===== src/rtl/core/ps2_scancode_to_ascii_decoder_macros.svh =====
// Assertion macros for the scancode decoder RTL.
`ifndef PS2_SCANCODE_TO_ASCII_DECODER_MACROS_SVH
`define PS2_SCANCODE_TO_ASCII_DECODER_MACROS_SVH

// Same-cycle implication, disabled during reset.
`define PS2SC_ASSERT_IMPLIES(label, clk, rst, lhs, rhs) \
  label: assert property (@(posedge clk) disable iff (rst) (lhs) |-> (rhs)) \
    else $error("ps2sc assertion failed");

// Next-cycle implication, disabled during reset.
`define PS2SC_ASSERT_NEXT(label, clk, rst, lhs, rhs) \
  label: assert property (@(posedge clk) disable iff (rst) (lhs) |=> (rhs)) \
    else $error("ps2sc assertion failed");

`endif


===== src/rtl/core/ps2sc_pkg.sv =====
// Types, codes and scancode ROMs for the PS/2 scancode decoder.
package ps2sc_pkg;

  localparam logic [2:0] KIND_CHAR   = 3'd0;
  localparam logic [2:0] KIND_LEFT   = 3'd1;
  localparam logic [2:0] KIND_RIGHT  = 3'd2;
  localparam logic [2:0] KIND_DELETE = 3'd3;
  localparam logic [2:0] KIND_CMD    = 3'd4;

  localparam logic [7:0] SC_EXTENDED = 8'hE0;
  localparam logic [7:0] SC_PAUSE    = 8'hE1;
  localparam logic [6:0] SC_LSHIFT   = 7'h2A;
  localparam logic [6:0] SC_RSHIFT   = 7'h36;
  localparam logic [6:0] SC_CAPS     = 7'h3A;
  localparam logic [6:0] SC_NUM      = 7'h45;
  localparam logic [6:0] SC_SCROLL   = 7'h46;
  localparam logic [6:0] SC_PAD_LO   = 7'h47;
  localparam logic [6:0] SC_PAD_HI   = 7'h53;
  localparam logic [6:0] SC_PAD_STAR = 7'h37;

  localparam logic [7:0] LED_COMMAND = 8'hED;
  localparam logic [2:0] PAUSE_SKIP  = 3'd5;

  localparam logic [7:0] ASCII_FOUR = 8'h34;
  localparam logic [7:0] ASCII_SIX  = 8'h36;
  localparam logic [7:0] ASCII_DOT  = 8'h2E;

  typedef struct packed {
    logic [7:0] scan_byte;
  } scan_item_t;

  typedef struct packed {
    logic [2:0] event_kind;
    logic [7:0] event_value;
    logic       last_of_run;
  } evt_item_t;

  typedef struct packed {
    logic       shift_held;
    logic       caps_lock_on;
    logic       num_lock_on;
    logic       scroll_lock_on;
    logic       awaiting_first_press;
    logic       extended_pending;
    logic [2:0] pause_bytes_left;
  } kbd_state_t;

  typedef struct packed {
    logic [1:0] count;
    evt_item_t  ev0;
    evt_item_t  ev1;
  } dec_out_t;

  function automatic logic [7:0] plain_rom(input logic [6:0] code);
    logic [7:0] ch;
    case (code)
      7'h02: ch = 8'h31; 7'h03: ch = 8'h32; 7'h04: ch = 8'h33; 7'h05: ch = 8'h34;
      7'h06: ch = 8'h35; 7'h07: ch = 8'h36; 7'h08: ch = 8'h37; 7'h09: ch = 8'h38;
      7'h0A: ch = 8'h39; 7'h0B: ch = 8'h30; 7'h0C: ch = 8'h2D; 7'h0D: ch = 8'h3D;
      7'h0E: ch = 8'h08; 7'h0F: ch = 8'h09; 7'h10: ch = 8'h71; 7'h11: ch = 8'h77;
      7'h12: ch = 8'h65; 7'h13: ch = 8'h72; 7'h14: ch = 8'h74; 7'h15: ch = 8'h79;
      7'h16: ch = 8'h75; 7'h17: ch = 8'h69; 7'h18: ch = 8'h6F; 7'h19: ch = 8'h70;
      7'h1A: ch = 8'h5B; 7'h1B: ch = 8'h5D; 7'h1C: ch = 8'h0A; 7'h1E: ch = 8'h61;
      7'h1F: ch = 8'h73; 7'h20: ch = 8'h64; 7'h21: ch = 8'h66; 7'h22: ch = 8'h67;
      7'h23: ch = 8'h68; 7'h24: ch = 8'h6A; 7'h25: ch = 8'h6B; 7'h26: ch = 8'h6C;
      7'h27: ch = 8'h3B; 7'h28: ch = 8'h27; 7'h29: ch = 8'h60; 7'h2B: ch = 8'h5C;
      7'h2C: ch = 8'h7A; 7'h2D: ch = 8'h78; 7'h2E: ch = 8'h63; 7'h2F: ch = 8'h76;
      7'h30: ch = 8'h62; 7'h31: ch = 8'h6E; 7'h32: ch = 8'h6D; 7'h33: ch = 8'h2C;
      7'h34: ch = 8'h2E; 7'h35: ch = 8'h2F; 7'h37: ch = 8'h2A; 7'h39: ch = 8'h20;
      7'h47: ch = 8'h37; 7'h48: ch = 8'h38; 7'h49: ch = 8'h39; 7'h4A: ch = 8'h2D;
      7'h4B: ch = 8'h34; 7'h4C: ch = 8'h35; 7'h4D: ch = 8'h36; 7'h4E: ch = 8'h2B;
      7'h4F: ch = 8'h31; 7'h50: ch = 8'h32; 7'h51: ch = 8'h33; 7'h52: ch = 8'h30;
      7'h53: ch = 8'h2E;
      default: ch = 8'h00;
    endcase
    return ch;
  endfunction

  // Keys with no shifted form fall back to the plain table.
  function automatic logic [7:0] shift_rom(input logic [6:0] code);
    logic [7:0] ch;
    case (code)
      7'h02: ch = 8'h21; 7'h03: ch = 8'h40; 7'h04: ch = 8'h23; 7'h05: ch = 8'h24;
      7'h06: ch = 8'h25; 7'h07: ch = 8'h5E; 7'h08: ch = 8'h26; 7'h09: ch = 8'h2A;
      7'h0A: ch = 8'h28; 7'h0B: ch = 8'h29; 7'h0C: ch = 8'h5F; 7'h0D: ch = 8'h2B;
      7'h10: ch = 8'h51; 7'h11: ch = 8'h57; 7'h12: ch = 8'h45; 7'h13: ch = 8'h52;
      7'h14: ch = 8'h54; 7'h15: ch = 8'h59; 7'h16: ch = 8'h55; 7'h17: ch = 8'h49;
      7'h18: ch = 8'h4F; 7'h19: ch = 8'h50; 7'h1A: ch = 8'h7B; 7'h1B: ch = 8'h7D;
      7'h1E: ch = 8'h41; 7'h1F: ch = 8'h53; 7'h20: ch = 8'h44; 7'h21: ch = 8'h46;
      7'h22: ch = 8'h47; 7'h23: ch = 8'h48; 7'h24: ch = 8'h4A; 7'h25: ch = 8'h4B;
      7'h26: ch = 8'h4C; 7'h27: ch = 8'h3A; 7'h28: ch = 8'h22; 7'h29: ch = 8'h7E;
      7'h2B: ch = 8'h7C; 7'h2C: ch = 8'h5A; 7'h2D: ch = 8'h58; 7'h2E: ch = 8'h43;
      7'h2F: ch = 8'h56; 7'h30: ch = 8'h42; 7'h31: ch = 8'h4E; 7'h32: ch = 8'h4D;
      7'h33: ch = 8'h3C; 7'h34: ch = 8'h3E; 7'h35: ch = 8'h3F;
      default: ch = plain_rom(code);
    endcase
    return ch;
  endfunction

endpackage


===== src/rtl/core/ps2sc_decode.sv =====
// Scancode decode: keyboard state update and up to two events per byte.
module ps2sc_decode
  import ps2sc_pkg::*;
(
  input  logic [7:0] scan_byte,
  input  kbd_state_t st,
  output kbd_state_t st_next,
  output dec_out_t   dec
);

  logic [6:0] code;
  logic       release_bit;
  logic       shift_key;
  logic       pad_key;
  logic [7:0] ext_ch;
  logic [7:0] ch;
  logic       led_run;

  assign code        = scan_byte[6:0];
  assign release_bit = scan_byte[7];
  assign shift_key   = (code == SC_LSHIFT) || (code == SC_RSHIFT);
  assign pad_key     = ((code >= SC_PAD_LO) && (code <= SC_PAD_HI)) || (code == SC_PAD_STAR);
  assign ext_ch      = plain_rom(code);

  // Caps lock swaps the case of letters only.
  always_comb begin
    ch = st.shift_held ? shift_rom(code) : plain_rom(code);
    if (st.caps_lock_on) begin
      if ((ch >= 8'h61) && (ch <= 8'h7A)) begin
        ch = ch - 8'd32;
      end else if ((ch >= 8'h41) && (ch <= 8'h5A)) begin
        ch = ch + 8'd32;
      end
    end
  end

  always_comb begin
    st_next = st;
    led_run = 1'b0;
    dec     = '0;
    if (st.pause_bytes_left != 3'd0) begin
      st_next.pause_bytes_left = st.pause_bytes_left - 3'd1;
    end else if (st.extended_pending) begin
      st_next.extended_pending = 1'b0;
      if (!release_bit) begin
        dec.ev0.last_of_run = 1'b1;
        case (ext_ch)
          ASCII_FOUR: begin
            dec.count         = 2'd1;
            dec.ev0.event_kind = KIND_LEFT;
          end
          ASCII_SIX: begin
            dec.count         = 2'd1;
            dec.ev0.event_kind = KIND_RIGHT;
          end
          ASCII_DOT: begin
            dec.count         = 2'd1;
            dec.ev0.event_kind = KIND_DELETE;
          end
          default: dec.count = 2'd0;
        endcase
      end
    end else if (release_bit) begin
      if (scan_byte == SC_EXTENDED) begin
        st_next.extended_pending = 1'b1;
      end else if (scan_byte == SC_PAUSE) begin
        st_next.pause_bytes_left = PAUSE_SKIP;
      end else if (shift_key) begin
        st_next.shift_held = 1'b0;
      end
    end else if (st.awaiting_first_press) begin
      st_next.awaiting_first_press = 1'b0;
    end else if (shift_key) begin
      st_next.shift_held = 1'b1;
    end else if (code == SC_CAPS) begin
      st_next.caps_lock_on = !st.caps_lock_on;
      led_run = 1'b1;
    end else if (code == SC_NUM) begin
      st_next.num_lock_on = !st.num_lock_on;
      led_run = 1'b1;
    end else if (code == SC_SCROLL) begin
      st_next.scroll_lock_on = !st.scroll_lock_on;
      led_run = 1'b1;
    end else if (!st.num_lock_on && pad_key) begin
      dec.count = 2'd0;
    end else if (ch != 8'h00) begin
      dec.count           = 2'd1;
      dec.ev0.event_kind  = KIND_CHAR;
      dec.ev0.event_value = ch;
      dec.ev0.last_of_run = 1'b1;
    end

    // The LED mask carries the flags after this key's toggle.
    if (led_run) begin
      dec.count           = 2'd2;
      dec.ev0.event_kind  = KIND_CMD;
      dec.ev0.event_value = LED_COMMAND;
      dec.ev0.last_of_run = 1'b0;
      dec.ev1.event_kind  = KIND_CMD;
      dec.ev1.event_value = {5'd0, st_next.caps_lock_on, st_next.num_lock_on,
                             st_next.scroll_lock_on};
      dec.ev1.last_of_run = 1'b1;
    end
  end

endmodule


===== config.mk =====
export PLATFORM = sky130hd
export DESIGN_NAME = ps2sc_decode
export DESIGN_NICKNAME = d
export VERILOG_FILES = /design/src/rtl/core/ps2_scancode_to_ascii_decoder_macros.svh /design/src/rtl/core/ps2sc_pkg.sv /design/src/rtl/core/ps2sc_decode.sv
export SDC_FILE = /design/constraint.sdc
export NUM_CORES = 1
export LEC_CHECK = 0
export ABC_AREA = 0
export BUFFER_PORTS_ARGS = -buffer_cell sky130_fd_sc_hd__buf_4
export CORE_MARGIN = 1
export CORE_UTILIZATION = 35
export DETAILED_ROUTE_END_ITERATION = 10
export PLACE_DENSITY_LB_ADDON = 0.2
export REMOVE_ABC_BUFFERS = 1
export SLEW_MARGIN = 20
export SYNTH_ARGS = -nofsm -noshare
export SYNTH_HDL_FRONTEND = slang
export SYNTH_SLANG_ARGS = --single-unit

===== constraint.sdc =====
create_clock -name vclk -period 12.21
set_input_delay 2.442 -clock vclk [all_inputs]
set_output_delay 2.442 -clock vclk [all_outputs]
set_load 0.02 [all_outputs]

Word level (Yosys, flattened, before mapping)
Memories as Yosys holds them, arrays and structs flattened.
Index checks and enable logic that the tools add are counted.
{"block": "op_classes", "addsub": 3, "magnitude_cmp": 6, "n_eq_ne": 58, "n_mux": 53, "n_reduce_logical": 12}
{"cell": "case mux 8 bit (47 select lines)", "count": 1}
{"cell": "== test 7 x 6 -> 1 bit (second input constant)", "count": 25}
{"cell": "== test 7 x 5 -> 1 bit (second input constant)", "count": 14}
{"cell": "2-to-1 mux 14 bit", "count": 7}
{"cell": "== test 7 x 4 -> 1 bit (second input constant)", "count": 6}
{"cell": "2-to-1 mux 8 bit", "count": 5}
{"cell": "== test 7 x 3 -> 1 bit (second input constant)", "count": 4}
{"cell": "2-to-1 mux 26 bit", "count": 1}
{"cell": "== test 8 x 6 -> 1 bit (second input constant)", "count": 3}
{"cell": "2-to-1 mux 1 bit", "count": 23}
{"cell": "== test 8 bit (second input constant)", "count": 2}
{"cell": "greater-or-equal comparator 8 x 7 -> 1 bit (second input constant)", "count": 2}
{"cell": "less-or-equal comparator 8 x 7 -> 1 bit (second input constant)", "count": 2}
{"cell": "2-to-1 mux 4 bit", "count": 4}
{"cell": "2-to-1 mux 3 bit", "count": 5}
{"cell": "== test 7 x 2 -> 1 bit (second input constant)", "count": 2}
{"cell": "== test 7 bit (second input constant)", "count": 2}
{"cell": "2-to-1 mux 13 bit", "count": 1}
{"cell": "2-to-1 mux 12 bit", "count": 1}
{"cell": "2-to-1 mux 5 bit", "count": 2}
{"cell": "adder 8 x 6 -> 8 bit (second input constant)", "count": 1}
{"cell": "nonzero test 8 bit", "count": 1}
{"cell": "subtractor 8 x 6 -> 8 bit (second input constant)", "count": 1}
{"cell": "greater-or-equal comparator 7 bit (second input constant)", "count": 1}
{"cell": "10 further kinds", "count": 16}
{"block": "totals", "ff_bits": 0, "romBits": 2688, "out_inout_bits": 35, "n_memories": 3}
{"memory": "(name not given)", "depth": 128, "width": 7, "read_ports": 1, "rd_ports_with_merged_regs": 0, "wr": 0, "line_no": "ps2sc_pkg.sv:56", "text": "case (code)"}
{"memory": "(name not given)", "depth": 128, "width": 7, "read_ports": 1, "rd_ports_with_merged_regs": 0, "wr": 0, "line_no": "ps2sc_pkg.sv:56"}
{"memory": "(name not given)", "depth": 128, "width": 7, "read_ports": 1, "rd_ports_with_merged_regs": 0, "wr": 0, "line_no": "ps2sc_pkg.sv:56"}

Logic depth before layout (Yosys ltp)
{"block": "logic_depth", "ltp_word": 20, "ltp_mapped": 19, "depth_no_buf": 16}

Worst setup path before layout
OpenSTA, ideal clock, no wires.
{"block": "synth_path", "kind": "input port to output port", "start": "input port scan_byte[1]", "end": "output port dec[24] (netlist name)", "arrival_time_ps": 6162, "t_required_ps": 9768, "slack_ps": 3606, "stages": 17, "cell_sequence": "clkbuf_1 inv_1 ha_1 buf_2 nor2_1 o22ai_1 o21ai_0 nand2_1 o31ai_4 mux2_2 ha_1 and2_1 nand4_1 a2bb2oi_1 o221a_1 a211o_1 a32oi_1"}
{"element": "from (decl)", "line_no": "ps2sc_decode.sv:5", "text": "input logic [7:0] scan_byte,"}
{"element": "to (decl)", "line_no": "ps2sc_decode.sv:8", "text": "output dec_out_t dec"}

==> results.py <==
metrics = {
    "synth": {
        "yosysSeqAreaShare_pct": 0,
        "yosysMostFrequentCell": "nand2_1",
        "synth_area_leaders": "ha_1 (7.4%), o21ai_0 (7.1%), nand2_1 (5.8%)",
        "netlist.area_leader.share_pct": 7.43,
        "ys_top_cells_by_count": "nand2_1 (47), o21ai_0 (43), nor2_1 (36)",
        "yosys_warnings": 0,
        "synth_top_cell_by_area": "ha_1",
        "syn_area_sq_mm": 0.00303,
        "synth_cell_types": 88,
        "avgSynthCellArea_sq_um": 6.52,
        "syn_inst": 465,
    },
    "worst_setup_path": {
        "worst_setup_path_start_kind": "input pin",
        "path_class": "in2out",
        "required_ns": 9.77,
        "critPathSlowestCell": "ha_1",
        "critical_path.max_fanout": 20,
        "cp_common_cell": "inv_1",
        "worstPathCellList": "buf_4 -> inv_1 -> ha_1 -> inv_1 -> o22ai_1 -> a21oi_1 -> nand4b_4 -> o31a_1 -> o21ai_0 -> inv_1 -> ha_1 -> and2_1 -> nand4_1 -> a2bb2oi_1 -> and3_1 -> mux2i_1 -> o31ai_1 -> buf_4",
        "arrival_ns": 6.67,
        "slowest_delay_ns": 0.71,
        "crit_path_end_kind": "output pin",
    },
    "detailed_routing": {
        "totalWireLength_microns": 11100,
        "drtPass1Iterations": 7,
        "drc": 0,
        "ant_nets": 0,
        "via_per_inst": 6.42,
        "wl_per_cell_microns": 19.4,
        "initialDrtViolationCount": 489,
        "via_count": 3674,
    },
    "cells_and_area": {
        "seq_cell_count": 0,
        "diodes": 0,
        "clkbuf_count": 0,
        "num-fill-cells": 889,
        "final_nets": 504,
        "area_growth_pct": 5.41,
        "ff_latch_area_sq_um": 0,
        "layout-drive-gt1-share_pct": 16.1,
        "utilization_pct": 38.5,
    },
    "power_and_ir_drop": {
        "ir_drop_uv": 34.0,
        "cellPowerDensity_mw_per_mm2": 37.3,
        "cellLeakagePower_nw": 1.26,
    },
    "global_routing": {
        "track_usage_pct": 24.5,
        "grt_pass1_vias": 3355,
        "antenna_found_initial": 0,
        "grt-ovfl-total": 0,
        "grt_max_degree": 65,
        "grt_pass1_wl_microns": 17500,
    },
    "placed_design": {
        "dp_hpwl_microns": 8110,
        "gp_congestion": 0.967,
        "dpl_worst_slack_ns": 3.17,
        "io_buffer_count": 45,
    },
    "die": {
        "start_util_pct": 36.5,
        "die_h_microns": 95.1,
        "rows": 33,
        "die-area_sq_mm": 0.00903,
        "core_sq_mm": 0.00830,
        "ios": 52,
        "die_w_microns": 95.1,
    },
    "timing": {
        "worst_pin_slew_ns": 0.806,
        "min_period_ns": 9.11,
        "final-setup-viol-count": 0,
        "grt_setup_unrepaired": "false",
        "fin_crit_sh_pct": 74.6,
        "tns_ns": 0,
        "finalHoldViolCount": 0,
        "relSlewSlack_pct": 46.3,
        "setup_ws_ns": 3.10,
        "fmax_mhz": 110,
        "final_max_slew_viol_count": 0,
    },
    "run_status": {
        "outcome": "complete, no violations",
    },
    "cts": {
        "cts_resized": 0,
        "cts-hold-fix-buffers": 0,
        "cts_setup_buffers": 0,
    },
    "worst_hold_path": {
        "hold_depth": 3,
        "hp-class": "in2out",
    },
    "flow_run": {
        "maxCapViolCount": 0,
    },
}
layer usage:
| layer | global-route usage, % | share of wire (%) | wire (microns) | up-vias |
|---|---|---|---|---|
| met2 | 38.8 | 45 | 4990 | 220 |
| met3 | 2.71 | 8.5 | 945 | 34 |
| li1 | - | - | - | 1727 |
| met4 | 8.33 | 3.3 | 364 | 0 |
| met5 | 0 | 0 | 0 | - |
| met1 | 34.1 | 43 | 4770 | 1693 |
layout make-up:
class                           instances  area (sq um)  area share, %
Multi-Input combinational cell        398          2630           82.4
Inverter                               23          86.3           2.70
Timing Repair Buffer                   46           345           10.8
Tap cell                              105           131           4.11
worst max-delay path: cells and delay by family:
family | cells | cell delay [ns]
adders and majority gates | 2 | 0.91
and+or+nand+nor | 4 | 0.55
muxes | 1 | 0.07
buffers and inverters | 5 | 1.11
AOI/OAI and AO/OA | 6 | 1.58
power breakdown:
group | switching [mW] | leakage (nW) | internal (mW)
Combinational | 0.0782 | 1.26 | 0.0410
Clock | 0 | 0 | 0
Sequential | 0 | 0 | 0
per-stage QoR:
step	hold slack, ns	power (mW)	std cells	instance area [sq um]
detailed placement	5.18	0.116	572	3190
floorplan	5.00	0.0736	421	2720
CTS	5.18	0.116	572	3190
global placement	5.18	0.117	572	3190
global route	5.20	0.130	572	3190
finish	5.18	0.119	572	3190
worst paths after layout:
| kind | from | slack (ns) | to |
|---|---|---|---|
| max | scan_byte[1] | 3.10 | dec[20] |
| min | st[2] | 5.18 | st_next[2] |
cells in the final DEF, fill, tap and decap left out, drive strengths merged, types with 6 or more instances in the layout:
master / n
a211oi: 6
a21oi: 26
a22oi: 6
a31oi: 11
and2: 7
buf: 46
conb: 7
ha: 18
inv: 22
mux2i: 8
nand2: 47
nand2b: 12
nand3: 17
nor2: 37
nor2b: 12
nor3: 14
nor4: 8
o21ai: 45
o22ai: 9
kinds of logic after synthesis:
kind of cell	after synthesis	synth area share, %
and+or+nand+nor	191	35.1
muxes	12	4.25
adders and majority gates	18	7.43
AOI/OAI and AO/OA	163	37.1
xor gates and xnor gates	7	2.02
other	1	0.124
buffers and inverters	73	13.9
Note: power is estimated with default switching activity, not from simulation.
