**config.mk**
```make
export PLATFORM = sky130hd
export DESIGN_NAME = ps2sc_evt_fifo_flat
export DESIGN_NICKNAME = d
export VERILOG_FILES = /design/src/rtl/core/ps2sc_pkg.sv /design/src/rtl/core/ps2sc_stream_if.sv /design/src/rtl/core/ps2sc_evt_fifo.sv /design/src/flat_wrapper.sv
export VERILOG_INCLUDE_DIRS = /design/src /design/src/rtl/core
export SDC_FILE = /design/constraint.sdc
export NUM_CORES = 1
export LEC_CHECK = 0
export BUFFER_PORTS_ARGS = -buffer_cell sky130_fd_sc_hd__buf_4
export CORE_MARGIN = 5
export CORE_UTILIZATION = 47
export CTS_BUF_LIST = sky130_fd_sc_hd__clkbuf_2 sky130_fd_sc_hd__clkbuf_4 sky130_fd_sc_hd__clkbuf_8
export CTS_CLUSTER_SIZE = 40
export DETAILED_ROUTE_END_ITERATION = 16
export GPL_ROUTABILITY_DRIVEN = 0
export PLACE_DENSITY = 0.89
export REMOVE_ABC_BUFFERS = 1
export SLEW_MARGIN = 20
export SYNTH_ARGS = -nofsm -noshare
export SYNTH_HDL_FRONTEND = slang
export SYNTH_SLANG_ARGS = --single-unit
```
**constraint.sdc**
```tcl
create_clock -name clk -period 2 [get_ports clk]
set_input_delay 0.1 -clock clk [delete_from_list [all_inputs] [get_ports clk]]
set_output_delay 0.1 -clock clk [all_outputs]
set_load 0.01 [all_outputs]
```
**src/rtl/core/ps2_scancode_to_ascii_decoder_macros.svh**
```systemverilog
// Assertion macros for the scancode decoder RTL.
`ifndef PS2_SCANCODE_TO_ASCII_DECODER_MACROS_SVH
`define PS2_SCANCODE_TO_ASCII_DECODER_MACROS_SVH

// Same-cycle implication, disabled during reset.
`define PS2SC_ASSERT_IMPLIES(label, clk, rst, lhs, rhs) \
  label: assert property (@(posedge clk) disable iff (rst) (lhs) |-> (rhs)) \
    else $error("ps2sc assertion failed");

// Next-cycle implication, disabled during reset.
`define PS2SC_ASSERT_NEXT(label, clk, rst, lhs, rhs) \
  label: assert property (@(posedge clk) disable iff (rst) (lhs) |=> (rhs)) \
    else $error("ps2sc assertion failed");

`endif

```
**src/rtl/core/ps2sc_pkg.sv**
```systemverilog
// Types, codes and scancode ROMs for the PS/2 scancode decoder.
package ps2sc_pkg;

  localparam logic [2:0] KIND_CHAR   = 3'd0;
  localparam logic [2:0] KIND_LEFT   = 3'd1;
  localparam logic [2:0] KIND_RIGHT  = 3'd2;
  localparam logic [2:0] KIND_DELETE = 3'd3;
  localparam logic [2:0] KIND_CMD    = 3'd4;

  localparam logic [7:0] SC_EXTENDED = 8'hE0;
  localparam logic [7:0] SC_PAUSE    = 8'hE1;
  localparam logic [6:0] SC_LSHIFT   = 7'h2A;
  localparam logic [6:0] SC_RSHIFT   = 7'h36;
  localparam logic [6:0] SC_CAPS     = 7'h3A;
  localparam logic [6:0] SC_NUM      = 7'h45;
  localparam logic [6:0] SC_SCROLL   = 7'h46;
  localparam logic [6:0] SC_PAD_LO   = 7'h47;
  localparam logic [6:0] SC_PAD_HI   = 7'h53;
  localparam logic [6:0] SC_PAD_STAR = 7'h37;

  localparam logic [7:0] LED_COMMAND = 8'hED;
  localparam logic [2:0] PAUSE_SKIP  = 3'd5;

  localparam logic [7:0] ASCII_FOUR = 8'h34;
  localparam logic [7:0] ASCII_SIX  = 8'h36;
  localparam logic [7:0] ASCII_DOT  = 8'h2E;

  typedef struct packed {
    logic [7:0] scan_byte;
  } scan_item_t;

  typedef struct packed {
    logic [2:0] event_kind;
    logic [7:0] event_value;
    logic       last_of_run;
  } evt_item_t;

  typedef struct packed {
    logic       shift_held;
    logic       caps_lock_on;
    logic       num_lock_on;
    logic       scroll_lock_on;
    logic       awaiting_first_press;
    logic       extended_pending;
    logic [2:0] pause_bytes_left;
  } kbd_state_t;

  typedef struct packed {
    logic [1:0] count;
    evt_item_t  ev0;
    evt_item_t  ev1;
  } dec_out_t;

  function automatic logic [7:0] plain_rom(input logic [6:0] code);
    logic [7:0] ch;
    case (code)
      7'h02: ch = 8'h31; 7'h03: ch = 8'h32; 7'h04: ch = 8'h33; 7'h05: ch = 8'h34;
      7'h06: ch = 8'h35; 7'h07: ch = 8'h36; 7'h08: ch = 8'h37; 7'h09: ch = 8'h38;
      7'h0A: ch = 8'h39; 7'h0B: ch = 8'h30; 7'h0C: ch = 8'h2D; 7'h0D: ch = 8'h3D;
      7'h0E: ch = 8'h08; 7'h0F: ch = 8'h09; 7'h10: ch = 8'h71; 7'h11: ch = 8'h77;
      7'h12: ch = 8'h65; 7'h13: ch = 8'h72; 7'h14: ch = 8'h74; 7'h15: ch = 8'h79;
      7'h16: ch = 8'h75; 7'h17: ch = 8'h69; 7'h18: ch = 8'h6F; 7'h19: ch = 8'h70;
      7'h1A: ch = 8'h5B; 7'h1B: ch = 8'h5D; 7'h1C: ch = 8'h0A; 7'h1E: ch = 8'h61;
      7'h1F: ch = 8'h73; 7'h20: ch = 8'h64; 7'h21: ch = 8'h66; 7'h22: ch = 8'h67;
      7'h23: ch = 8'h68; 7'h24: ch = 8'h6A; 7'h25: ch = 8'h6B; 7'h26: ch = 8'h6C;
      7'h27: ch = 8'h3B; 7'h28: ch = 8'h27; 7'h29: ch = 8'h60; 7'h2B: ch = 8'h5C;
      7'h2C: ch = 8'h7A; 7'h2D: ch = 8'h78; 7'h2E: ch = 8'h63; 7'h2F: ch = 8'h76;
      7'h30: ch = 8'h62; 7'h31: ch = 8'h6E; 7'h32: ch = 8'h6D; 7'h33: ch = 8'h2C;
      7'h34: ch = 8'h2E; 7'h35: ch = 8'h2F; 7'h37: ch = 8'h2A; 7'h39: ch = 8'h20;
      7'h47: ch = 8'h37; 7'h48: ch = 8'h38; 7'h49: ch = 8'h39; 7'h4A: ch = 8'h2D;
      7'h4B: ch = 8'h34; 7'h4C: ch = 8'h35; 7'h4D: ch = 8'h36; 7'h4E: ch = 8'h2B;
      7'h4F: ch = 8'h31; 7'h50: ch = 8'h32; 7'h51: ch = 8'h33; 7'h52: ch = 8'h30;
      7'h53: ch = 8'h2E;
      default: ch = 8'h00;
    endcase
    return ch;
  endfunction

  // Keys with no shifted form fall back to the plain table.
  function automatic logic [7:0] shift_rom(input logic [6:0] code);
    logic [7:0] ch;
    case (code)
      7'h02: ch = 8'h21; 7'h03: ch = 8'h40; 7'h04: ch = 8'h23; 7'h05: ch = 8'h24;
      7'h06: ch = 8'h25; 7'h07: ch = 8'h5E; 7'h08: ch = 8'h26; 7'h09: ch = 8'h2A;
      7'h0A: ch = 8'h28; 7'h0B: ch = 8'h29; 7'h0C: ch = 8'h5F; 7'h0D: ch = 8'h2B;
      7'h10: ch = 8'h51; 7'h11: ch = 8'h57; 7'h12: ch = 8'h45; 7'h13: ch = 8'h52;
      7'h14: ch = 8'h54; 7'h15: ch = 8'h59; 7'h16: ch = 8'h55; 7'h17: ch = 8'h49;
      7'h18: ch = 8'h4F; 7'h19: ch = 8'h50; 7'h1A: ch = 8'h7B; 7'h1B: ch = 8'h7D;
      7'h1E: ch = 8'h41; 7'h1F: ch = 8'h53; 7'h20: ch = 8'h44; 7'h21: ch = 8'h46;
      7'h22: ch = 8'h47; 7'h23: ch = 8'h48; 7'h24: ch = 8'h4A; 7'h25: ch = 8'h4B;
      7'h26: ch = 8'h4C; 7'h27: ch = 8'h3A; 7'h28: ch = 8'h22; 7'h29: ch = 8'h7E;
      7'h2B: ch = 8'h7C; 7'h2C: ch = 8'h5A; 7'h2D: ch = 8'h58; 7'h2E: ch = 8'h43;
      7'h2F: ch = 8'h56; 7'h30: ch = 8'h42; 7'h31: ch = 8'h4E; 7'h32: ch = 8'h4D;
      7'h33: ch = 8'h3C; 7'h34: ch = 8'h3E; 7'h35: ch = 8'h3F;
      default: ch = plain_rom(code);
    endcase
    return ch;
  endfunction

endpackage

```
**src/rtl/core/ps2sc_stream_if.sv**
```systemverilog
// Valid/ready stream interface used for scancode input and event output.
interface ps2sc_stream_if #(
  parameter type payload_t = logic
) ();
  logic     valid;
  logic     ready;
  payload_t payload;

  modport source (output valid, output payload, input ready);
  modport sink (input valid, input payload, output ready);
endinterface

```
**src/rtl/core/ps2sc_evt_fifo.sv**
```systemverilog
// Small event queue: takes up to two events per cycle while it has room, hands out one when the sink is ready.
module ps2sc_evt_fifo
  import ps2sc_pkg::*;
(
  input  logic         clk,
  input  logic         rst,
  input  logic [1:0]   push_n,
  input  evt_item_t    push0,
  input  evt_item_t    push1,
  output logic         room,
  ps2sc_stream_if.source evt
);

  `include "ps2_scancode_to_ascii_decoder_macros.svh"

  localparam int DEPTH = 4;

  evt_item_t  mem [DEPTH];
  logic [1:0] wr_ptr;
  logic [1:0] rd_ptr;
  logic [2:0] cnt;
  logic       pop;

  assign pop         = evt.valid && evt.ready;
  assign evt.valid   = (cnt != 3'd0);
  assign evt.payload = mem[rd_ptr];
  // Room for a full two-event run regardless of what leaves this cycle.
  assign room        = (cnt <= 3'(DEPTH - 2));

  always_ff @(posedge clk) begin
    if (rst) begin
      wr_ptr <= '0;
      rd_ptr <= '0;
      cnt    <= '0;
    end else begin
      wr_ptr <= wr_ptr + push_n;
      rd_ptr <= rd_ptr + {1'b0, pop};
      cnt    <= cnt + {1'b0, push_n} - {2'b00, pop};
    end
  end

  always_ff @(posedge clk) begin
    if (push_n != 2'd0) begin
      mem[wr_ptr] <= push0;
    end
    if (push_n == 2'd2) begin
      mem[wr_ptr + 2'd1] <= push1;
    end
  end

  `PS2SC_ASSERT_IMPLIES(a_cnt_bound, clk, rst, 1'b1, cnt <= 3'(DEPTH))
  `PS2SC_ASSERT_IMPLIES(a_push_room, clk, rst, push_n != 2'd0, cnt <= 3'(DEPTH - 2))
  `PS2SC_ASSERT_NEXT(a_pop_only, clk, rst, pop && (push_n == 2'd0), cnt == $past(cnt) - 3'd1)

endmodule

```
**src/flat_wrapper.sv**
```systemverilog
// flat-port wrapper written by rule: the top's interface ports become plain ports
module ps2sc_evt_fifo_flat import ps2sc_pkg::*;
  (clk, rst, push_n, push0, push1, room, evt_valid, evt_payload, evt_ready);
  ps2sc_stream_if evt_i ();
  input  logic clk;
  input  logic rst;
  input  logic [1:0] push_n;
  input  evt_item_t push0;
  input  evt_item_t push1;
  output logic room;
  output wire logic [$bits(evt_i.valid)-1:0] evt_valid;
  output wire logic [$bits(evt_i.payload)-1:0] evt_payload;
  input wire logic [$bits(evt_i.ready)-1:0] evt_ready;
  assign evt_valid = evt_i.valid;
  assign evt_payload = evt_i.payload;
  assign evt_i.ready = evt_ready;
  ps2sc_evt_fifo u_core (.clk(clk), .rst(rst), .push_n(push_n), .push0(push0), .push1(push1), .room(room), .evt(evt_i));
endmodule
```
=== Word-level counts from Yosys, hierarchy flattened ===
Memory sizes are Yosys's and may differ from the RTL's. A register that Yosys moved wholly into a read port is not among the register bits.
Cells that the tools add are included.

* Bits in registers: 7
* RAM bits: 48
* Input port bits: 29
* Word-level logic and storage cells: 19
* Memories: 1

{| class="wikitable"
|+ Memory list
! memory !! depth !! bits a word !! rd ports !! clocked after Yosys merged registers in !! wr ports !! line !! text
|-
| u_core.mem || 4 || 12 || 1 || 1 || 2 || ps2sc_evt_fifo.sv:18 || <nowiki>evt_item_t mem [DEPTH];</nowiki>
|}

* Add/subtract/negate cells: 5
* Order comparisons: 1
* Eq/ne operators: 1
* Muxes and demuxes: 5
* Reductions and logical operators: 3

{| class="wikitable"
|+ Operators with widths
! operator !! number
|-
| 1-bit 2-to-1 mux || 4
|-
| 3-bit by 2-bit adder with 3-bit output || 1
|-
| 3-bit by 2-bit less-or-equal comparator with 1-bit output (second input constant) || 1
|-
| 3-bit nonzero test || 1
|-
| 3-bit by 1-bit subtractor with 3-bit output || 1
|-
| 2-bit by 1-bit adder with 2-bit output || 1
|-
| 2-bit by 1-bit adder with 2-bit output (second input constant) || 1
|-
| 2-bit adder || 1
|-
| 2-bit == test (second input constant) || 1
|-
| 2-bit 2-to-1 mux || 1
|-
| 2-bit nonzero test || 1
|-
| 1-bit logical AND || 1
|}

=== Longest topological paths before layout ===
* Depth after elaboration: 4
* Mapped depth: 7
* Mapped depth without buffers: 6

=== Worst setup path before layout ===
OpenSTA, ideal clock, no wires.

* Path type: reg2reg
* From: register u_core.cnt[2]
* To: register u_core.cnt[2]
* Library setup time: 0.110 ns
* Arrival time: 1.495 ns
* Path slack: 0.395 ns
* Cell stages (with the launch flop): 7
* Buffers on the path: 0
* Path through: dfxtp_1 -> o31ai_2 -> mux2i_1 -> ha_1 -> fa_1 -> xnor3_1 -> nor2_1

* Cells in the longest elaborated chain, start to end: 3

{| class="wikitable"
|+ Ends and longest elaborated chain
! element !! line !! text
|-
| start, declared || ps2sc_evt_fifo.sv:21 || <nowiki>logic [2:0] cnt;</nowiki>
|-
| start signal, assigned || ps2sc_evt_fifo.sv:38 || <nowiki>cnt <= cnt + {1'b0, push_n} - {2'b00, pop};</nowiki>
|-
| parallel branches: the longest is 2 deep, another holds 3-bit by 2-bit adder with 3-bit output || -- ||
|-
| 3-bit by 1-bit subtractor with 3-bit output (*) || ps2sc_evt_fifo.sv:38 ||
|}

Every way passes the cells marked *.
A chain may end at the register's enable or synchronous reset.

=== Final worst setup path ===
Ends and elaborated chain as after synthesis.

==> out/summary.txt <==
DETAILED ROUTING
----------------------------------------------------------------------------------------
DR iter-0 viols                                                                        6
Routed length per instance                                                       12.9 um
Top layer used by detailed routing                                                  met4
Drt first pass iters                                                                   3
Post-route DRC                                                                         0
Routed Wire Length                                                               1040 um
Vias after detailed routing                                                          433
Met3 WL post-DR                                                                    63 um
Count of antenna-violating nets left after detailed routing                            0
Routed metal-1 wirelength                                                         464 um
Via/cell ratio                                                                      5.35
Met2 wire len                                                                     500 um

CELLS AND AREA
----------------------------------------------------------------------------------------
Area taken by flip-flops and latches                                            260 um^2
Area of the multi-input gates                                                   393 um^2
Non-filler instance count after layout                                                81
Relative area change from synthesis to final layout                                15.8%
Number of fill cells                                                                 121
NumNets Final                                                                        100
Post-layout utilization of the core                                                0.585
Layout cells sized above 1                                                         0.288
Number of antenna repair diodes                                                        0

FLOORPLAN
----------------------------------------------------------------------------------------
Boundary Pins                                                                         32
Overall die width                                                                47.9 um
Total die area                                                              0.00229 mm^2
Row Count                                                                             13
Chip height                                                                      47.9 um
Core Box Area                                                               0.00133 mm^2
Initial standard-cell utilization of the core                                      0.506

POWER
----------------------------------------------------------------------------------------
Design Power                                                                    0.783 mW
Worst vdd ir                                                                  0.000533 V
Clock network fraction of total power                                              0.206
Sequential fraction of design power                                                0.426
Cell internal power dissipation                                                 0.553 mW
Relative contribution of combinational cells to total power                        0.367
Switching component of the power                                                0.231 mW
Power density over the cells                                                1000 mW/mm^2
Switching fraction of total power                                                  0.295
Leakage                                                                         0.351 nW

TIMING
----------------------------------------------------------------------------------------
Time the worst path needs with I/O delays and setup                              1.74 ns
Setup repair after global routing missed its margin                                   no
Largest clock skew in the final design                                        0.00322 ns
Slew margin rel.                                                                   0.765
Peak Freq                                                                      0.576 GHz
Final period util                                                                  0.868
Final Max Tran Viols                                                                   0
Setup-failing EPs final                                                                0
Final setup TNS                                                                     0 ns
Tightest Pin Transition                                                         0.349 ns
Final Hold Violating Endpoints                                                         0
Worst Slack Setup Final                                                         0.264 ns

JOB
----------------------------------------------------------------------------------------
Max-cap viol count                                                                     0

YOSYS
----------------------------------------------------------------------------------------
Mapped cell area                                                                674 um^2
Proportion of synthesized flip-flops having asynchronous set or reset                  0
Number of synthesized flops with an enable pin                                         4
Area share of the leading cell type in the synthesized netlist                     0.208
Mapped Avg Cell Area                                                           12.3 um^2
Largest cells by area after synthesis                                       dfxtp_1, edfxtp_1, xnor3_1, ha_1, nor2b_1
Post-synth top cells                                                        dfxtp_1, nor2_1, nor2b_1, edfxtp_1
Number of synthesized register bits                                                   11
Leading cell type by number of instances after synthesis                         dfxtp_1
Count of warnings emitted by yosys                                                     0
Post-synthesis sequential area ratio                                               0.386
Synth unique cells                                                                    25
Dominant cell type by area after synthesis                                       dfxtp_1
Synthesized netlist cell count                                                        55
Synth Flop Type                                                                  dfxtp_1

CRITICAL PATH
----------------------------------------------------------------------------------------
Slowest cell on the critical path                                                   fa_1
Capturing instance or port of the critical path                             u_core.cnt[2]
Critical path origin                                                        u_core.cnt[2]
Crit path buffers/inverters                                                            0
Critical path, cell by cell                                                 o31ai_2 -> mux2i_1 -> ha_1 -> fa_1 -> xnor3_1 -> nor2_1
Critical path arrival                                                            1.90 ns
Crit path required time                                                          2.16 ns
R2r worst-path depth                                                                   6
Max incr delay on CP                                                             0.37 ns
Critical path fanouts, max                                                             5
Crit. path cell count                                                                  6
Worst Path Class, Setup                                                       reg -> reg
Worst setup slack for register-to-register paths                                 0.26 ns
Reg2Reg Capture Point                                                       u_core.cnt[2]
Category of cells accounting for the largest share of critical-path delay    adder cells
Startpoint of the worst-slack reg-to-reg timing path                        u_core.cnt[2]
Type of element capturing the critical path                                     register
Kind of start point of the critical path                                        register

GRT
----------------------------------------------------------------------------------------
First-pass GRT wire length                                                       1810 um
All-Layer GR Usage                                                                 0.124
Largest net degree at the start of global routing                                     10
Global-route congestion overflow total                                                 0
Via count of the first global-routing pass                                           422
Initial antenna violation count                                                        0

CLOCKING
----------------------------------------------------------------------------------------
Cts-stage hold buffer count                                                            0
Clock slew at the register clock pins of the worst setup and hold paths          0.06 ns
Level count of the clock H-tree                                                        1
Clock tree from TritonCTS                                                          built
Root Buffer Master                                                              clkbuf_4
Maximum buffer depth of the clock tree                                                 2
Cts bufs inserted                                                                      3
Number of setup buffers added after CTS                                                0
Clk_lat worst skew                                                               0.27 ns
Number of cells upsized or downsized after cts                                         0
Sinks on the clock net                                                                11

HOLD PATH
----------------------------------------------------------------------------------------
Path class of the lowest-slack min-delay path                                  in -> reg

PLACEMENT
----------------------------------------------------------------------------------------
Number of buffers inserted by port buffering                                           9
Worst slack after detailed placement                                            0.279 ns
DP Cell Count                                                                         77
Post-DP HPWL                                                                      810 um

RUN STATUS
----------------------------------------------------------------------------------------
Status                                                                         completed

## layer usage
metal,GRT usage,vias up
li1,-,224
met1,0.130,200
met2,0.190,7
met3,0.0789,2
met4,0.0645,0
met5,0,-
## layout make-up
cell class,instances,area share
inverters,3,0.0144
repair buffers,9,0.0865
clock buffers,4,0.0385
well taps,15,0.0240
multi-input cells,39,0.503
flip-flops and latches,11,0.333
## how the worst min path moves through the flow
| stage | from | end | slack [ns] | depth (start not counted) |
|---|---|---|---|---|
| floorplan | rst | u_core.cnt[0] | 0.17 | 1 |
| global placement | rst | u_core.wr_ptr[1] | 0.34 | 2 |
| detailed placement | rst | u_core.cnt[2] | 0.35 | 2 |
| CTS | rst | u_core.cnt[2] | 0.06 | 2 |
| global route | rst | u_core.wr_ptr[0] | 0.06 | 2 |
| finish | rst | u_core.cnt[2] | 0.06 | 2 |
## metrics by stage
step,area (um^2),hold WS (ns)
2_1_floorplan,664,0.172
3_3_place_gp,751,0.339
3_5_place_dp,751,0.346
4_1_cts,781,0.0561
5_1_grt,781,0.0625
6_report,781,0.0642
## state kept, by name, indices dropped and copies added (netlist names)
name,cells
u_core.cnt,3
u_core.mem,4
u_core.rd_ptr,2
u_core.wr_ptr,2
## power by group through the flow
stage | Clock (mW) | Sequential [mW] | Combinational, mW
6_report | 0.162 | 0.334 | 0.288
2_1_floorplan | 0 | 0.327 | 0.208
4_1_cts | 0.170 | 0.334 | 0.294
3_5_place_dp | 0 | 0.339 | 0.291
5_1_grt | 0.182 | 0.342 | 0.324
3_3_place_gp | 0 | 0.336 | 0.283
## layout by cell type, fill, tap and decap left out, types with 2 or more instances in the layout
| cell | netlist | routed |
|---|---|---|
| and4bb_1 | 2 | 2 |
| buf_4 | 0 | 9 |
| clkbuf_4 | 0 | 4 |
| dfxtp_1 | 7 | 7 |
| edfxtp_1 | 4 | 4 |
| ha_1 | 3 | 3 |
| inv_1 | 3 | 3 |
| mux2_1 | 3 | 3 |
| mux2_4 | 2 | 2 |
| mux2i_1 | 2 | 2 |
| nor2_1 | 6 | 6 |
| nor2b_1 | 6 | 6 |
| xnor3_1 | 2 | 2 |
## cells by family (layout without fill, tap and decap cells)
family,after synthesis,count (layout),synth area share
simple gates,18,18,0.180
buf+inv,5,16,0.0315
mux,9,9,0.174
xor+xnor,2,2,0.0668
compound gates,6,6,0.0761
fa+ha+maj,4,4,0.0854
flops,11,11,0.386
## worst register-to-register path, stage by stage (launching register included)
cell	delay, ns
dfxtp_1	0.35
o31ai_2	0.32
mux2i_1	0.14
ha_1	0.21
fa_1	0.37
xnor3_1	0.20
nor2_1	0.04
(Power assumes the default switching activity.)
